--- config.mk ---
export PLATFORM = sky130hd
export DESIGN_NAME = mesh_route_table_unit_flat
export DESIGN_NICKNAME = d
export VERILOG_FILES = /design/src/sv/mrt_pkg.sv /design/src/sv/mrt_req_if.sv /design/src/sv/mrt_rsp_if.sv /design/src/sv/mrt_ram.sv /design/src/sv/mrt_scan.sv /design/src/sv/mesh_route_table_unit.sv /design/src/flat_wrapper.sv
export SDC_FILE = /design/constraint.sdc
export NUM_CORES = 1
export LEC_CHECK = 0
export BUFFER_PORTS_ARGS = -buffer_cell sky130_fd_sc_hd__buf_2
export CORE_ASPECT_RATIO = 0.9
export CORE_MARGIN = 5
export CORE_UTILIZATION = 55
export CTS_CLUSTER_DIAMETER = 30
export DETAILED_ROUTE_END_ITERATION = 8
export GPL_TIMING_DRIVEN = 0
export PLACE_DENSITY = 0.69
export REMOVE_ABC_BUFFERS = 1
export SYNTH_ARGS = -nofsm -noshare
export SYNTH_HDL_FRONTEND = slang
export SYNTH_SLANG_ARGS = --single-unit
--- constraint.sdc ---
create_clock -name clk_i -period 13.1 [get_ports clk_i]
set_input_delay 1.31 -clock clk_i [delete_from_list [all_inputs] [get_ports clk_i]]
set_output_delay 1.31 -clock clk_i [all_outputs]
set_load 0.01 [all_outputs]
--- src/sv/mrt_pkg.sv ---
// Shared types, constants and codes for the mesh route table.
package mrt_pkg;

  localparam int unsigned ADDR_W   = 16;
  localparam int unsigned CLASS_W  = 8;
  localparam int unsigned COST_W   = 8;
  localparam int unsigned STATUS_W = 3;

  localparam int unsigned ENTRIES_DEF        = 16;
  localparam int unsigned ADDR_NONE_DEF      = 0;
  localparam int unsigned ADDR_BROADCAST_DEF = 65535;

  localparam logic [CLASS_W-1:0] CLASS_MISS = 8'hFF;
  localparam logic [COST_W-1:0]  COST_MISS  = 8'h00;

  typedef enum logic {
    CMD_ADD    = 1'b0,
    CMD_LOOKUP = 1'b1
  } cmd_e;

  typedef enum logic [STATUS_W-1:0] {
    STATUS_HIT      = 3'd0,
    STATUS_MISS     = 3'd1,
    STATUS_INSERTED = 3'd2,
    STATUS_UPDATED  = 3'd3,
    STATUS_KEPT     = 3'd4,
    STATUS_REJECTED = 3'd5
  } status_e;

  typedef enum logic [1:0] {
    ST_IDLE,
    ST_SCAN,
    ST_RESOLVE,
    ST_OUT
  } state_e;

  // One stored route, as held in the route RAM.
  typedef struct packed {
    logic [ADDR_W-1:0]  dest;
    logic [ADDR_W-1:0]  hop;
    logic [CLASS_W-1:0] cls;
    logic [COST_W-1:0]  cost;
  } entry_t;

  localparam int unsigned ENTRY_W = $bits(entry_t);

  // Scan outcome handed from the search unit to the sequencer.
  typedef struct packed {
    logic done;
    logic hit;
  } scan_res_t;

endpackage

--- src/sv/mrt_req_if.sv ---
// Request channel: command and route fields with valid/ready.
interface mrt_req_if;
  logic                            valid;
  logic                            ready;
  logic                            command;
  logic [mrt_pkg::ADDR_W-1:0]      dest;
  logic [mrt_pkg::ADDR_W-1:0]      next_hop;
  logic [mrt_pkg::CLASS_W-1:0]     traffic_class;
  logic [mrt_pkg::COST_W-1:0]      route_cost;

  modport source (output valid, command, dest, next_hop, traffic_class, route_cost,
                  input ready);
  modport sink   (input valid, command, dest, next_hop, traffic_class, route_cost,
                  output ready);
endinterface

--- src/sv/mrt_rsp_if.sv ---
// Response channel: status and found route fields with valid/ready.
interface mrt_rsp_if;
  logic                            valid;
  logic                            ready;
  logic [mrt_pkg::STATUS_W-1:0]    status;
  logic [mrt_pkg::ADDR_W-1:0]      found_hop;
  logic [mrt_pkg::CLASS_W-1:0]     found_class;
  logic [mrt_pkg::COST_W-1:0]      found_cost;

  modport source (output valid, status, found_hop, found_class, found_cost,
                  input ready);
  modport sink   (input valid, status, found_hop, found_class, found_cost,
                  output ready);
endinterface

--- src/sv/mrt_ram.sv ---
// Generic single-write, single-read RAM with registered read data.
module mrt_ram #(
  parameter int unsigned WIDTH = 8,
  parameter int unsigned DEPTH = 16,
  localparam int unsigned AW   = (DEPTH > 1) ? $clog2(DEPTH) : 1
) (
  input  logic                  clk_i,
  input  logic                  we_i,
  input  logic [AW-1:0]         waddr_i,
  input  logic [WIDTH-1:0]      wdata_i,
  input  logic [AW-1:0]         raddr_i,
  output logic [WIDTH-1:0]      rdata_o
);
  logic [WIDTH-1:0] mem_q [DEPTH];

  always_ff @(posedge clk_i) begin
    if (we_i) begin
      mem_q[waddr_i] <= wdata_i;
    end
    rdata_o <= mem_q[raddr_i];
  end
endmodule

--- src/sv/mrt_scan.sv ---
// Serial key search: one RAM read issued and one key compare per cycle.
module mrt_scan #(
  parameter int unsigned ENTRIES = mrt_pkg::ENTRIES_DEF,
  localparam int unsigned IdxW   = (ENTRIES > 1) ? $clog2(ENTRIES) : 1,
  localparam int unsigned CntW   = $clog2(ENTRIES + 1)
) (
  input  logic                       clk_i,
  input  logic                       rst_ni,
  input  logic                       start_i,
  input  logic [mrt_pkg::ADDR_W-1:0] key_i,
  input  logic [CntW-1:0]            fill_i,
  input  mrt_pkg::entry_t            rdata_i,
  output logic [IdxW-1:0]            raddr_o,
  output mrt_pkg::scan_res_t         res_o,
  output logic [IdxW-1:0]            slot_o,
  output mrt_pkg::entry_t            entry_o
);
  logic            active_q;
  logic [CntW-1:0] rd_idx_q;
  logic            pend_q;
  logic [IdxW-1:0] pend_idx_q;
  logic            issue;
  logic            match;
  logic            done;

  // Reads run one slot ahead of the compare (RAM read latency).
  assign issue   = active_q && (rd_idx_q < fill_i);
  assign raddr_o = rd_idx_q[IdxW-1:0];
  assign match   = pend_q && (rdata_i.dest == key_i);
  assign done    = active_q && (match || (rd_idx_q == fill_i));

  always_ff @(posedge clk_i or negedge rst_ni) begin
    if (!rst_ni) begin
      active_q   <= 1'b0;
      rd_idx_q   <= '0;
      pend_q     <= 1'b0;
      pend_idx_q <= '0;
      res_o      <= '0;
    end else begin
      res_o.done <= done;
      if (done) begin
        res_o.hit <= match;
      end
      if (start_i) begin
        active_q <= 1'b1;
        rd_idx_q <= '0;
        pend_q   <= 1'b0;
      end else if (done) begin
        active_q <= 1'b0;
        pend_q   <= 1'b0;
      end else if (active_q) begin
        pend_q     <= issue;
        pend_idx_q <= rd_idx_q[IdxW-1:0];
        if (issue) begin
          rd_idx_q <= rd_idx_q + CntW'(1);
        end
      end
    end
  end

  // Found slot and its contents; no reset needed.
  always_ff @(posedge clk_i) begin
    if (done) begin
      slot_o  <= pend_idx_q;
      entry_o <= rdata_i;
    end
  end
endmodule

--- src/sv/mesh_route_table_unit.sv ---
// Top level of the mesh route table: sequencer, route RAM, config and result registers.
//
//   channel   dir  handshake      payload
//   req_i     in   valid/ready    command, dest, next_hop, traffic_class, route_cost
//   rsp_o     out  valid/ready    status, found_hop, found_class, found_cost
//   cfg       in   cfg_we_i       cfg_wdata_i -> own_address
//
// One item at a time. A reserved-address add goes from accept straight to its result.
// A miss or an insert runs through accept, one RAM read and key compare per stored route
// (at most ENTRIES are stored) behind the RAM read latency, a registered scan result and
// a resolve/write-back step; a found key ends the scan at its slot.
// A result holds on rsp_o until taken; req_i.ready is low meanwhile. Reset: async,
// active low; clears fill count, insert pointer, own_address, sequencer; RAM is not.
module mesh_route_table_unit #(
  parameter int unsigned ENTRIES        = mrt_pkg::ENTRIES_DEF,
  parameter int unsigned ADDR_NONE      = mrt_pkg::ADDR_NONE_DEF,
  parameter int unsigned ADDR_BROADCAST = mrt_pkg::ADDR_BROADCAST_DEF
) (
  input  logic                       clk_i,
  input  logic                       rst_ni,
  mrt_req_if.sink                    req_i,
  mrt_rsp_if.source                  rsp_o,
  input  logic                       cfg_we_i,
  input  logic [mrt_pkg::ADDR_W-1:0] cfg_wdata_i
);
  localparam int unsigned IdxW = (ENTRIES > 1) ? $clog2(ENTRIES) : 1;
  localparam int unsigned CntW = $clog2(ENTRIES + 1);
  localparam logic [mrt_pkg::ADDR_W-1:0] AddrNone  = mrt_pkg::ADDR_W'(ADDR_NONE);
  localparam logic [mrt_pkg::ADDR_W-1:0] AddrBcast = mrt_pkg::ADDR_W'(ADDR_BROADCAST);

  mrt_pkg::state_e state_q, state_d;

  // Configuration
  logic [mrt_pkg::ADDR_W-1:0] own_q;

  // Latched request
  logic                        cmd_q;
  logic [mrt_pkg::ADDR_W-1:0]  dest_q;
  logic [mrt_pkg::ADDR_W-1:0]  hop_q;
  logic [mrt_pkg::CLASS_W-1:0] cls_q;
  logic [mrt_pkg::COST_W-1:0]  cost_q;

  // Table bookkeeping: slots below fill_q are valid (inserts go in order and wrap
  // only once the table is full, so a fill count stands in for per-slot valid bits).
  logic [CntW-1:0] fill_q, fill_d;
  logic [IdxW-1:0] ptr_q, ptr_d;

  // Result register
  logic [mrt_pkg::STATUS_W-1:0] status_q, status_d;
  logic [mrt_pkg::ADDR_W-1:0]   ohop_q, ohop_d;
  logic [mrt_pkg::CLASS_W-1:0]  ocls_q, ocls_d;
  logic [mrt_pkg::COST_W-1:0]   ocost_q, ocost_d;

  // RAM and search unit
  logic               ram_we;
  logic [IdxW-1:0]    ram_waddr;
  mrt_pkg::entry_t    ram_wdata;
  logic [IdxW-1:0]    ram_raddr;
  mrt_pkg::entry_t    ram_rdata;
  logic               scan_start;
  mrt_pkg::scan_res_t scan_res;
  logic [IdxW-1:0]    scan_slot;
  mrt_pkg::entry_t    scan_entry;

  logic req_acc;
  logic reserved;

  assign req_acc  = req_i.valid && req_i.ready;
  assign reserved = (req_i.dest == own_q) || (req_i.dest == AddrBcast) ||
                    (req_i.dest == AddrNone);

  mrt_ram #(
    .WIDTH (mrt_pkg::ENTRY_W),
    .DEPTH (ENTRIES)
  ) u_ram (
    .clk_i   (clk_i),
    .we_i    (ram_we),
    .waddr_i (ram_waddr),
    .wdata_i (ram_wdata),
    .raddr_i (ram_raddr),
    .rdata_o (ram_rdata)
  );

  mrt_scan #(
    .ENTRIES (ENTRIES)
  ) u_scan (
    .clk_i   (clk_i),
    .rst_ni  (rst_ni),
    .start_i (scan_start),
    .key_i   (dest_q),
    .fill_i  (fill_q),
    .rdata_i (ram_rdata),
    .raddr_o (ram_raddr),
    .res_o   (scan_res),
    .slot_o  (scan_slot),
    .entry_o (scan_entry)
  );

  always_ff @(posedge clk_i or negedge rst_ni) begin
    if (!rst_ni) begin
      state_q <= mrt_pkg::ST_IDLE;
      own_q   <= '0;
      fill_q  <= '0;
      ptr_q   <= '0;
    end else begin
      state_q <= state_d;
      fill_q  <= fill_d;
      ptr_q   <= ptr_d;
      if (cfg_we_i) begin
        own_q <= cfg_wdata_i;
      end
    end
  end

  always_ff @(posedge clk_i) begin
    if (req_acc) begin
      cmd_q  <= req_i.command;
      dest_q <= req_i.dest;
      hop_q  <= req_i.next_hop;
      cls_q  <= req_i.traffic_class;
      cost_q <= req_i.route_cost;
    end
    status_q <= status_d;
    ohop_q   <= ohop_d;
    ocls_q   <= ocls_d;
    ocost_q  <= ocost_d;
  end

  always_comb begin
    state_d    = state_q;
    fill_d     = fill_q;
    ptr_d      = ptr_q;
    status_d   = status_q;
    ohop_d     = ohop_q;
    ocls_d     = ocls_q;
    ocost_d    = ocost_q;
    scan_start = 1'b0;
    ram_we     = 1'b0;
    ram_waddr  = ptr_q;
    ram_wdata  = '{dest: dest_q, hop: hop_q, cls: cls_q, cost: cost_q};
    req_i.ready = 1'b0;
    rsp_o.valid = 1'b0;

    case (state_q)
      mrt_pkg::ST_IDLE: begin
        req_i.ready = 1'b1;
        if (req_acc) begin
          // Every add result carries the miss defaults in its route fields.
          ohop_d  = AddrNone;
          ocls_d  = mrt_pkg::CLASS_MISS;
          ocost_d = mrt_pkg::COST_MISS;
          if (req_i.command == mrt_pkg::CMD_ADD && reserved) begin
            status_d = mrt_pkg::STATUS_REJECTED;
            state_d  = mrt_pkg::ST_OUT;
          end else begin
            scan_start = 1'b1;
            state_d    = mrt_pkg::ST_SCAN;
          end
        end
      end

      mrt_pkg::ST_SCAN: begin
        if (scan_res.done) begin
          state_d = mrt_pkg::ST_RESOLVE;
        end
      end

      mrt_pkg::ST_RESOLVE: begin
        state_d = mrt_pkg::ST_OUT;
        if (cmd_q == mrt_pkg::CMD_LOOKUP) begin
          if (scan_res.hit) begin
            status_d = mrt_pkg::STATUS_HIT;
            ohop_d   = scan_entry.hop;
            ocls_d   = scan_entry.cls;
            ocost_d  = scan_entry.cost;
          end else begin
            status_d = mrt_pkg::STATUS_MISS;
          end
        end else if (scan_res.hit) begin
          // Replace only when the new cost is not worse.
          if (scan_entry.cost >= cost_q) begin
            ram_we    = 1'b1;
            ram_waddr = scan_slot;
            status_d  = mrt_pkg::STATUS_UPDATED;
          end else begin
            status_d = mrt_pkg::STATUS_KEPT;
          end
        end else begin
          // New route into the round-robin slot.
          ram_we   = 1'b1;
          status_d = mrt_pkg::STATUS_INSERTED;
          ptr_d    = (ptr_q == IdxW'(ENTRIES - 1)) ? '0 : ptr_q + IdxW'(1);
          if (fill_q != CntW'(ENTRIES)) begin
            fill_d = fill_q + CntW'(1);
          end
        end
      end

      mrt_pkg::ST_OUT: begin
        rsp_o.valid = 1'b1;
        if (rsp_o.ready) begin
          state_d = mrt_pkg::ST_IDLE;
        end
      end

      default: begin
        state_d = mrt_pkg::ST_IDLE;
      end
    endcase
  end

  assign rsp_o.status      = status_q;
  assign rsp_o.found_hop   = ohop_q;
  assign rsp_o.found_class = ocls_q;
  assign rsp_o.found_cost  = ocost_q;

  // Never take a new item while a result is waiting.
  a_no_overlap: assert property (@(posedge clk_i) disable iff (!rst_ni)
    !(req_i.ready && rsp_o.valid))
    else $error("request accepted while result pending");

  // Fill count stays within the table.
  a_fill_bound: assert property (@(posedge clk_i) disable iff (!rst_ni)
    fill_q <= CntW'(ENTRIES))
    else $error("fill count beyond table size");

  // Table is written only on the resolve step of an add.
  a_write_add: assert property (@(posedge clk_i) disable iff (!rst_ni)
    ram_we |-> (state_q == mrt_pkg::ST_RESOLVE && cmd_q == mrt_pkg::CMD_ADD))
    else $error("route write outside add resolve");

  // Hit and miss are lookup results only.
  a_hit_lookup: assert property (@(posedge clk_i) disable iff (!rst_ni)
    (rsp_o.valid && (status_q == mrt_pkg::STATUS_HIT || status_q == mrt_pkg::STATUS_MISS))
    |-> cmd_q == mrt_pkg::CMD_LOOKUP)
    else $error("lookup status on add item");

  // An insert advances the pointer by one slot.
  a_ptr_step: assert property (@(posedge clk_i) disable iff (!rst_ni)
    (state_q == mrt_pkg::ST_RESOLVE && cmd_q == mrt_pkg::CMD_ADD && !scan_res.hit)
    |=> ptr_q == (($past(ptr_q) == IdxW'(ENTRIES - 1)) ? '0 : $past(ptr_q) + IdxW'(1)))
    else $error("insert pointer did not advance");

endmodule

--- src/flat_wrapper.sv ---
// flat-port wrapper written by rule: the top's interface ports become plain ports
module mesh_route_table_unit_flat 
#(
  parameter int unsigned ENTRIES        = mrt_pkg::ENTRIES_DEF,
  parameter int unsigned ADDR_NONE      = mrt_pkg::ADDR_NONE_DEF,
  parameter int unsigned ADDR_BROADCAST = mrt_pkg::ADDR_BROADCAST_DEF
)
  (clk_i, rst_ni, cfg_we_i, cfg_wdata_i, req_i_valid, req_i_command, req_i_dest, req_i_next_hop, req_i_traffic_class, req_i_route_cost, req_i_ready, rsp_o_valid, rsp_o_status, rsp_o_found_hop, rsp_o_found_class, rsp_o_found_cost, rsp_o_ready);
  mrt_req_if req_i_i ();
  mrt_rsp_if rsp_o_i ();
  input  logic clk_i;
  input  logic rst_ni;
  input  logic cfg_we_i;
  input  logic [mrt_pkg::ADDR_W-1:0] cfg_wdata_i;
  input wire logic [$bits(req_i_i.valid)-1:0] req_i_valid;
  input wire logic [$bits(req_i_i.command)-1:0] req_i_command;
  input wire logic [$bits(req_i_i.dest)-1:0] req_i_dest;
  input wire logic [$bits(req_i_i.next_hop)-1:0] req_i_next_hop;
  input wire logic [$bits(req_i_i.traffic_class)-1:0] req_i_traffic_class;
  input wire logic [$bits(req_i_i.route_cost)-1:0] req_i_route_cost;
  output wire logic [$bits(req_i_i.ready)-1:0] req_i_ready;
  output wire logic [$bits(rsp_o_i.valid)-1:0] rsp_o_valid;
  output wire logic [$bits(rsp_o_i.status)-1:0] rsp_o_status;
  output wire logic [$bits(rsp_o_i.found_hop)-1:0] rsp_o_found_hop;
  output wire logic [$bits(rsp_o_i.found_class)-1:0] rsp_o_found_class;
  output wire logic [$bits(rsp_o_i.found_cost)-1:0] rsp_o_found_cost;
  input wire logic [$bits(rsp_o_i.ready)-1:0] rsp_o_ready;
  assign req_i_i.valid = req_i_valid;
  assign req_i_i.command = req_i_command;
  assign req_i_i.dest = req_i_dest;
  assign req_i_i.next_hop = req_i_next_hop;
  assign req_i_i.traffic_class = req_i_traffic_class;
  assign req_i_i.route_cost = req_i_route_cost;
  assign req_i_ready = req_i_i.ready;
  assign rsp_o_valid = rsp_o_i.valid;
  assign rsp_o_status = rsp_o_i.status;
  assign rsp_o_found_hop = rsp_o_i.found_hop;
  assign rsp_o_found_class = rsp_o_i.found_class;
  assign rsp_o_found_cost = rsp_o_i.found_cost;
  assign rsp_o_i.ready = rsp_o_ready;
  mesh_route_table_unit #(.ENTRIES(ENTRIES), .ADDR_NONE(ADDR_NONE), .ADDR_BROADCAST(ADDR_BROADCAST)) u_core (.clk_i(clk_i), .rst_ni(rst_ni), .req_i(req_i_i), .rsp_o(rsp_o_i), .cfg_we_i(cfg_we_i), .cfg_wdata_i(cfg_wdata_i));
endmodule
**After elaboration in Yosys (flattened, before gate mapping)**

Memory sizes are Yosys's and may differ from the RTL's. A register that Yosys moved wholly into a read port is not among the register bits.
Cells that the tools add are included.

- Bits in registers: 160
- Memory bits (writable): 768
- Input bits: 70
- Logic and storage cells: 121
- Memories kept: 1

- Add/sub/neg operators: 3
- Order comparisons: 2
- Equality and inequality tests: 16
- Muxes and demuxes: 49
- Bitwise gates (word level): 5
- Reductions and logical operators: 22

Memory list:

| memory | depth | bits a word | rd ports | clocked after memory_dff | write ports | RTL line | source |
|---|---|---|---|---|---|---|---|
| u_core.u_ram.mem_q | 16 | 48 | 1 | 1 | 1 | mrt_ram.sv:14 | `logic [WIDTH-1:0] mem_q [DEPTH];` |

Operators with widths:

| cell | number |
|---|---|
| 16-bit 2-to-1 mux | 3 |
| 8-bit 2-to-1 mux | 6 |
| 16-bit equality test | 2 |
| 16-bit case mux with 2 select lines | 1 |
| 8-bit case mux with 2 select lines | 2 |
| 4-bit 2-to-1 mux | 5 |
| 5-bit 2-to-1 mux | 4 |
| 1-bit 2-to-1 mux | 17 |
| 16-bit equality test (second input constant) | 1 |
| 16-bit zero test | 1 |
| 3-bit 2-to-1 mux | 5 |
| 3-bit AND reduction | 5 |
| 5-bit by 1-bit adder with 5-bit output (second input constant) | 2 |
| 8-bit >= comparator | 1 |
| 2-bit 2-to-1 mux | 4 |
| 2-bit by 1-bit inequality test with 1-bit output (second input constant) | 4 |
| 2-bit case mux with 4 select lines | 1 |
| 4-bit AND reduction | 2 |
| 2-bit nonzero test | 4 |
| 2-bit inequality test (second input constant) | 3 |
| 3-bit case mux with 2 select lines | 1 |
| 5-bit equality test | 1 |
| 1-bit logical AND | 5 |
| 5-bit < comparator | 1 |
| other kinds (9) | 16 |

**Depth between registers and ports, before layout**

Gate-level depths: netlist of run 1.

- Depth after elaboration: 9
- Depth in mapped cells: 11
- Mapped depth without buffers: 8

**Cells and area by module**

Synthesis of run 1 repeated with hierarchy kept, for this count alone.

- Cells, all modules: 1680
- Area total of the unflattened synthesis: 36715.2 µm²

By module, submodules not included:

| module | times used | cells each | area an instance (µm²) | seq. area each (µm²) |
|---|---|---|---|---|
| mrt_ram | 1 | 1242 | 29694.7 | 24023.0 |
| mesh_route_table_unit | 1 | 294 | 4540.6 | 3198.1 |
| mrt_scan | 1 | 144 | 2479.9 | 1886.8 |

**Least setup slack after synthesis of run 1**

Ideal clock, no wire load.

- Path type: reg2reg
- Start: register u_core.cost_q[3] (netlist name)
- End: memory u_core.u_ram.mem_q[15][0] (netlist name), enable pin
- Arrival time: 5.581 ns
- Required time: 12.574 ns
- Setup slack: 6.994 ns
- Stages on the path, launching flop included: 9
- Buffers on the path: 1
- Clock period less this slack: 6.106 ns
- Path through: edfxtp_1 -> inv_1 -> ha_1 -> a211o_1 -> a31oi_1 -> o21a_1 -> clkbuf_1 -> o2111ai_1 -> a211oi_1

- Cells in the longest elaborated chain, start to end: 7
- Elaborated cells between the ends (all ways): 11
- Classes of those cells: 1 x order compare; 10 x mux

Ends and longest elaborated chain:

| element | RTL line | source |
|---|---|---|
| start, declared | mesh_route_table_unit.sv:41 | `logic [mrt_pkg::COST_W-1:0] cost_q;` |
| start signal, assigned | mesh_route_table_unit.sv:121 | `cost_q <= req_i.route_cost;` |
| 8-bit >= comparator * | mesh_route_table_unit.sv:181 | `if (scan_entry.cost >= cost_q) begin` |
| 1-bit 2-to-1 mux | mesh_route_table_unit.sv:181 |  |
| 1-bit 2-to-1 mux | mesh_route_table_unit.sv:179 | `end else if (scan_res.hit) begin` |
| 1-bit 2-to-1 mux | mesh_route_table_unit.sv:170 | `if (cmd_q == mrt_pkg::CMD_LOOKUP) begin` |
| 1-bit 2-to-1 mux | mesh_route_table_unit.sv:144 | `case (state_q)` |
| 1-bit 2-to-1 mux | mrt_ram.sv:17 | `if (we_i) begin` |
| 1-bit 2-to-1 mux (not written as such) | mrt_ram.sv:18 | `mem_q[waddr_i] <= wdata_i;` |
| end, declared | mrt_ram.sv:14 |  |

Mark *: on every way between the ends. The rest lies on a longest branch, timed or not.

**Final worst setup path of run 1**

- Start: register u_core.cost_q[5] (netlist name)
- End: memory u_core.u_ram.mem_q[13][10] (netlist name), enable pin

Same word-level chain as after synthesis.

==> flow_metrics.py, run 1 <==
metrics = {
    "run_status": {
        "status": "completed",
    },
    "placement": {
        "dp_cells": 2549,
        "dp_hpwl_um": 47000,
        "gp_congestion": 0.747,
        "port_buffers": 106,
    },
    "global_routing": {
        "antenna_found_initial": 0,
        "grt_pass1_vias": 18400,
        "grt_pass1_wl_um": 123000,
        "track_usage_pct": 23.9,
        "grt-ovfl-total": 0,
        "grt_max_degree": 59,
    },
    "worst_setup_path": {
        "crit_path_end_kind": "flop",
        "path_max_fanout": 17,
        "critical_path_class": "flop to flop",
        "arrival_ns": 4.82,
        "startpoint_type": "flop",
        "worstPathRequired_ns": 13.53,
    },
    "floorplan": {
        "die_area_mm2": 0.0714,
        "io_pins": 107,
        "die_h_um": 254,
        "die_width_um": 281,
        "start_util_pct": 55.5,
        "num_rows": 89,
        "coreArea_mm2": 0.0656,
    },
    "sta": {
        "tns_ns": 0,
        "grt_setup_unrepaired": "false",
        "setup_viol": 0,
        "fin_crit_ns": 4.40,
        "hold_viol": 0,
        "slew_headroom_pct": 24.8,
        "finalMaxSlewViolations": 0,
        "whs_ns": 0.399,
        "period_share_pct": 33.6,
        "tightest_slew_ns": 1.12,
        "skew_ns": 0.0301,
        "max_freq_ghz": 0.227,
    },
    "cts": {
        "worstSkewPairLatency_ns": 0.74,
        "ctsResizeCount": 0,
        "cts_tree": "done",
        "postCtsHoldBufs": 0,
        "cts_setup_buffers": 0,
        "clock-root-buffer": "clkbuf_16",
        "path_clk_slew_ns": 0.06,
        "clk_path_buf_depth": 3,
        "numCtsBuffers": 151,
        "h-tree-depth": 4,
        "cts.sinks": 976,
    },
    "routing": {
        "vias": 17500,
        "ant_nets": 0,
        "wirelength_um": 83900,
        "drc": 0,
        "wire_per_inst_um": 29.6,
        "first_iter_violations": 2018,
        "first_pass_iters": 7,
        "vias_per_cell": 6.17,
    },
    "final_layout": {
        "n_fill_cell": 3778,
        "antennaDiodeCount": 0,
        "syn_to_final_growth_pct": 23.5,
        "nNetsFinal": 1929,
        "drive_above_1_share_pct": 37.3,
        "layoutNonFillerInstCount": 2833,
    },
    "logic_synthesis": {
        "yosysWarningCount": 0,
        "synthTopCellsByArea": "edfxtp_1, mux4_2, dfrtp_1",
        "synth_top_area_cell": "edfxtp_1",
        "synth_cells": 1571,
        "synth.cell_area_mm2": 0.0364,
        "synth_common_cells": "edfxtp_1, mux4_2, dfxtp_1",
        "synth.avg_cell_area_um2": 23.2,
        "ys_seq_elements": 976,
        "yosysTopAreaCellShare_pct": 73.3,
        "async_flop_share_pct": 4.10,
        "yosysMostFrequentCell": "edfxtp_1",
        "seq_area_frac_synth_pct": 78.7,
        "synth_edf_count": 888,
        "dominantRegCellSynth": "edfxtp_1",
        "ys_types": 51,
    },
    "power": {
        "p_sw_mw": 2.62,
        "power_frac_seq_pct": 41.6,
        "internal_power_mw": 7.24,
        "p_per_area_mw_per_mm2": 219,
        "p_clk_share_pct": 40.8,
        "vdd_drop_max_v": 0.000150,
        "swShare_pct": 26.6,
        "comb_power_share_pct": 17.6,
        "p_leak_nw": 14.7,
    },
    "min_path": {
        "min_path_type": "flop to flop",
    },
    "run": {
        "maxCapViolCount": 0,
    },
}
[power by group through the flow]
| stage | Combinational, mW | Sequential, mW | Clock (mW) |
|---|---|---|---|
| after floorplan | 1.19 | 4.26 | 0 |
| after global placement | 1.70 | 4.43 | 0 |
| after detailed placement | 1.74 | 4.15 | 0 |
| after CTS | 1.77 | 4.10 | 4.07 |
| after global routing | 1.85 | 4.14 | 4.23 |
| final | 1.74 | 4.10 | 4.02 |
[cells by family (layout without fill, tap and decap cells)]
logic type	count (synthesis)	after routing	share of synthesized area, %
flip-flops	976	976	78.7
multiplexers	261	261	15.5
AND/OR/NAND/NOR	115	115	1.88
buffers and inverters	94	492	1.08
AO/OA/AOI/OAI	67	67	1.25
XOR/XNOR	37	37	0.891
adder cells (fa/ha/maj)	21	21	0.722
[per-layer routing]
metal | GRT usage (%) | routed length, µm | part of all wire [%]
met1 | 32.7 | 33100 | 39
met2 | 39.5 | 43000 | 51
met3 | 5.02 | 5760 | 6.9
met4 | 7.88 | 2000 | 2.4
met5 | 0 | 0 | 0
[layout by cell type (no fill, tap or decap), types with 4 or more instances in the layout]
| master | n |
|---|---|
| nor4_1 | 9 |
| nand4_1 | 14 |
| dfxtp_1 | 48 |
| or4_1 | 4 |
| clkbuf_16 | 153 |
| dfrtp_1 | 36 |
| clkinv_8 | 5 |
| nor2b_1 | 6 |
| xnor2_1 | 15 |
| dfrtp_4 | 4 |
| and2_1 | 24 |
| edfxtp_1 | 888 |
| nand2b_1 | 12 |
| a21oi_1 | 10 |
| clkbuf_1 | 18 |
| nand2_1 | 14 |
| ha_1 | 20 |
| clkinvlp_4 | 17 |
| buf_12 | 11 |
| bufinv_16 | 16 |
| clkbuf_8 | 4 |
| buf_2 | 106 |
| o21ai_0 | 10 |
| clkinv_4 | 8 |
| mux4_2 | 240 |
| mux2_2 | 21 |
| o2111ai_1 | 5 |
| xor2_1 | 22 |
| a211oi_4 | 9 |
| clkinv_2 | 31 |
| nand3_1 | 8 |
| buf_8 | 15 |
| inv_1 | 24 |
| buf_16 | 50 |
| clkinv_1 | 7 |
| inv_6 | 19 |
| a21oi_4 | 9 |
| nor2_1 | 11 |
[area by class of cell]
cell class | count | area [µm²] | area share (%)
Sequential cell | 976 | 28600 | 63.7
Multi-Input combinational cell | 501 | 7590 | 16.9
Clock buffer | 175 | 3950 | 8.79
Timing Repair Buffer | 183 | 2360 | 5.26
Clock inverter | 109 | 1220 | 2.71
Tap cell | 864 | 1080 | 2.41
Inverter | 25 | 96.3 | 0.214
[path summary, 6_finish.rpt]
| kind | from | endpoint | slack (ns) | cells after the start |
|---|---|---|---|---|
| worst max-delay path | u_core.cost_q[5]$_DFFE_PP_ | u_core.u_ram.mem_q[13][10]$_DFFE_PP_ | 8.70 | 8 |
| worst min-delay path | u_core.u_ram.rdata_o[27]$_DFF_P_ | u_core.u_scan.entry_o[27]$_DFFE_PP_ | 0.40 | 0 |
| worst max register to register | u_core.cost_q[5]$_DFFE_PP_ | u_core.u_ram.mem_q[13][10]$_DFFE_PP_ | 8.70 | 8 |
| worst min register to register | u_core.u_ram.rdata_o[27]$_DFF_P_ | u_core.u_scan.entry_o[27]$_DFFE_PP_ | 0.40 | 0 |
| max in group asynchronous | rst_ni | u_core.u_scan.rd_idx_q[2]$_DFFE_PN0P_ | 11.66 | 1 |
| min in group asynchronous | rst_ni | u_core.ptr_q[3]$_DFFE_PN0P_ | 0.73 | 1 |
[metrics by stage]
step	area (µm²)	setup slack (ns)	util, %	power [mW]
after floorplan	36100	2.61	-	5.45
after global placement	37700	-3.70	57.5	6.13
after detailed placement	39800	8.82	60.6	5.89
after CTS	44900	8.77	68.5	9.95
after global routing	44900	8.56	68.5	10.2
final	44900	8.70	68.5	9.86
[worst max-delay path, stage by stage, from the launching register on]
cell and delay (ns):
edfxtp_1 0.66, inv_1 0.14, ha_1 0.33, o2111ai_1 0.17, o21ai_1 0.78, a31oi_2 0.57
a211oi_4 0.96, buf_8 0.25, buf_8 0.18
[state kept, by name, indices dropped and copies added (netlist names), 5 cells and up]
signal and flops:
u_core.rsp_o.found_cost 8, u_core.u_scan.entry_o 32, u_core.dest_q 16, u_core.cls_q 8, u_core.hop_q 16, u_core.rsp_o.found_hop 16
u_core.u_ram.mem_q 768, u_core.rsp_o.found_class 8, u_core.u_ram.rdata_o 48, u_core.own_q 16, u_core.u_scan.rd_idx_q 5, u_core.cost_q 8
u_core.fill_q 5
(Power assumes the default switching activity.)
==> inputs of run 2 (changes only) <==
--- a/config.mk
+++ b/config.mk
@@ -5,6 +5,7 @@
 export SDC_FILE = /design/constraint.sdc
 export NUM_CORES = 1
 export LEC_CHECK = 0
+export ABC_AREA = 1
 export BUFFER_PORTS_ARGS = -buffer_cell sky130_fd_sc_hd__buf_2
 export CORE_ASPECT_RATIO = 0.9
 export CORE_MARGIN = 5
==> constraint.sdc (replaced) <==
create_clock -name clk_i -period 4.5 [get_ports clk_i]
set_input_delay 0.45 -clock clk_i [delete_from_list [all_inputs] [get_ports clk_i]]
set_output_delay 0.45 -clock clk_i [all_outputs]
set_load 0.01 [all_outputs]
==> flow_metrics.py, run 2 <==
metrics = {
    "run_status": {
        "status": "completed",
    },
    "sta": {
        "hold_viol": 0,
        "grt_setup_unrepaired": "false",
        "finalMaxSlewViolations": 0,
        "tns_ns": 0,
        "max_freq_ghz": 0.233,
        "period_share_pct": 95.5,
        "setup_ws_ns": 0.204,
        "tightest_slew_ns": 0.998,
        "whs_ns": 0.102,
        "skew_ns": 0.0253,
        "slew_headroom_pct": 33.5,
        "fin_crit_ns": 4.30,
        "setup_viol": 0,
    },
    "placement": {
        "dp_hpwl_um": 48600,
        "gp_congestion": 0.763,
        "dp_cells": 3635,
        "port_buffers": 106,
        "pre_cts_slack_ns": 0.264,
        "place_area_mm2": 0.0399,
    },
    "cts": {
        "clock-root-buffer": "clkbuf_16",
        "clk_path_buf_depth": 3,
        "numCtsBuffers": 154,
        "cts.sinks": 976,
        "cts_setup_buffers": 0,
        "cts_tree": "done",
        "path_clk_slew_ns": 0.05,
        "ctsResizeCount": 0,
        "worstSkewPairLatency_ns": 0.71,
        "h-tree-depth": 4,
    },
    "global_routing": {
        "grt_pass1_wl_um": 136000,
        "grt_pass1_vias": 23700,
        "track_usage_pct": 24.3,
        "grt_max_degree": 161,
        "grt-ovfl-total": 0,
        "antenna_found_initial": 1,
    },
    "power": {
        "p_clk_share_pct": 40.9,
        "vdd_drop_max_v": 0.000519,
        "p_per_area_mw_per_mm2": 629,
        "swShare_pct": 28.6,
        "p_leak_nw": 16.1,
        "comb_power_share_pct": 17.8,
        "p_sw_mw": 8.24,
        "power_frac_seq_pct": 41.3,
        "internal_power_mw": 20.6,
        "power_mw": 28.8,
    },
    "final_layout": {
        "stdcell_area_mm2": 0.0459,
        "layout_commonest_cell": "edfxtp_1",
        "final_util_pct": 67.2,
        "layoutNonFillerInstCount": 3985,
        "antennaDiodeCount": 0,
        "reg_top3": "u_core.u_ram.mem_q x768, u_core.u_ram.rdata_o x48, u_core.u_scan.entry_o x32",
        "nNetsFinal": 3063,
        "drive_above_1_share_pct": 15.2,
        "syn_to_final_growth_pct": 21.9,
        "largest_reg_flops": 768,
        "top_register": "u_core.u_ram.mem_q",
        "mostFrequentLayoutCells": "edfxtp_1, nor2_1, nand2_1, o21ai_0, clkbuf_16",
    },
    "floorplan": {
        "die_area_mm2": 0.0737,
        "start_util_pct": 55.2,
        "io_pins": 107,
        "coreArea_mm2": 0.0682,
        "die_h_um": 258,
        "die_width_um": 286,
        "num_rows": 91,
    },
    "worst_setup_path": {
        "worstPathRequired_ns": 4.90,
        "arrival_ns": 4.69,
        "path_max_fanout": 28,
        "crit_path_end_kind": "flop",
        "startpoint_type": "flop",
        "critical_path_class": "flop to flop",
    },
    "min_path": {
        "min_path_type": "input pin to flop",
    },
    "logic_synthesis": {
        "synth_cells": 2744,
        "synth_top_area_cell": "edfxtp_1",
        "synth_common_cells": "edfxtp_1, nor2_1, nand2_1",
        "dominantRegCellSynth": "edfxtp_1",
        "yosysMostFrequentCell": "edfxtp_1",
        "yosysTopAreaCellShare_pct": 70.9,
        "seq_area_frac_synth_pct": 76.1,
        "synthTopCellsByArea": "edfxtp_1, nor2_1, o21ai_0",
        "ys_seq_elements": 976,
        "async_flop_share_pct": 4.10,
        "synth.avg_cell_area_um2": 13.7,
        "synth.cell_area_mm2": 0.0376,
        "ys_types": 36,
        "synth_edf_count": 888,
        "yosysWarningCount": 0,
    },
    "routing": {
        "drc": 0,
        "first_iter_violations": 2792,
        "wl_met2_um": 45700,
        "wl_met3_um": 6150,
        "wire_per_inst_um": 22.8,
        "wirelength_um": 90800,
        "wl_met1_um": 35600,
        "first_pass_iters": 6,
        "highest_layer": "met5",
        "vias_per_cell": 5.87,
        "vias": 23400,
        "ant_nets": 0,
    },
    "run": {
        "maxCapViolCount": 0,
    },
}
==> run 2: per-layer routing <==
layer	vias to the layer above	GRT usage, %
li1	10600	-
met1	11600	30.9
met2	1022	41.5
met3	230	4.40
met4	2	10.5
met5	-	0
==> run 2: worst max-delay path, cell delays in order (launching register included) <==
cell,delay (ns)
dfrtp_1,0.41
inv_1,0.11
ha_2,0.75
inv_2,0.39
nor3_4,0.38
nand3_1,0.14
nand2_2,0.13
nand3_1,0.35
nor2_4,0.75
buf_12,0.30
buf_12,0.22
==> run 2: cells by family (layout without fill, tap and decap cells) <==
kind of cell | count (synthesis) | count (layout) | synth area share (%)
flops | 976 | 976 | 76.1
mux | 54 | 54 | 1.44
simple gates | 943 | 943 | 10.1
compound gates | 460 | 460 | 8.14
fa+ha+maj | 21 | 21 | 0.698
xor+xnor | 14 | 14 | 0.326
buf+inv | 276 | 634 | 3.25
==> run 2: worst paths after layout <==
| kind | from | endpoint | slack [ns] | cells past startpoint |
|---|---|---|---|---|
| max | u_core.state_q[0]$_DFFE_PN0P_ | u_core.u_ram.mem_q[14][14]$_DFFE_PP_ | 0.20 | 10 |
| min reg2reg | u_core.u_ram.rdata_o[14]$_DFF_P_ | u_core.u_scan.entry_o[14]$_DFFE_PP_ | 0.40 | 0 |
| max reg2reg | u_core.state_q[0]$_DFFE_PN0P_ | u_core.u_ram.mem_q[14][14]$_DFFE_PP_ | 0.20 | 10 |
| min | req_i_dest[12] | u_core.dest_q[12]$_DFFE_PP_ | 0.10 | 1 |
| max in group asynchronous | rst_ni | u_core.u_scan.rd_idx_q[0]$_DFFE_PN0P_ | 3.29 | 2 |
| min in group asynchronous | rst_ni | u_core.own_q[8]$_DFFE_PN0P_ | 0.48 | 2 |
==> run 2: what timing repair did <==
item / CTS / global route
hold buffers: 64 / 0
hold endpoints to repair: 103 / 0
setup endpoints to repair: 0 / 0
==> run 2: layout make-up <==
| class | count | area, µm² |
|---|---|---|
| clock buffer | 185 | 4180 |
| clock inverter | 101 | 1110 |
| fill | 4407 | 22300 |
| inverter | 121 | 470 |
| multi-input combinational | 1492 | 7910 |
| sequential | 976 | 28600 |
| tap | 883 | 1100 |
| timing repair buffer | 227 | 2440 |
==> run 2: power groups by stage <==
stage	sequential (mW)	clock, mW	combinational (mW)
global placement	12.4	0	3.34
finish	11.9	11.8	5.13
detailed placement	12.1	0	5.02
global route	12.0	12.4	5.63
CTS	11.9	11.9	5.14
floorplan	12.3	0	3.03
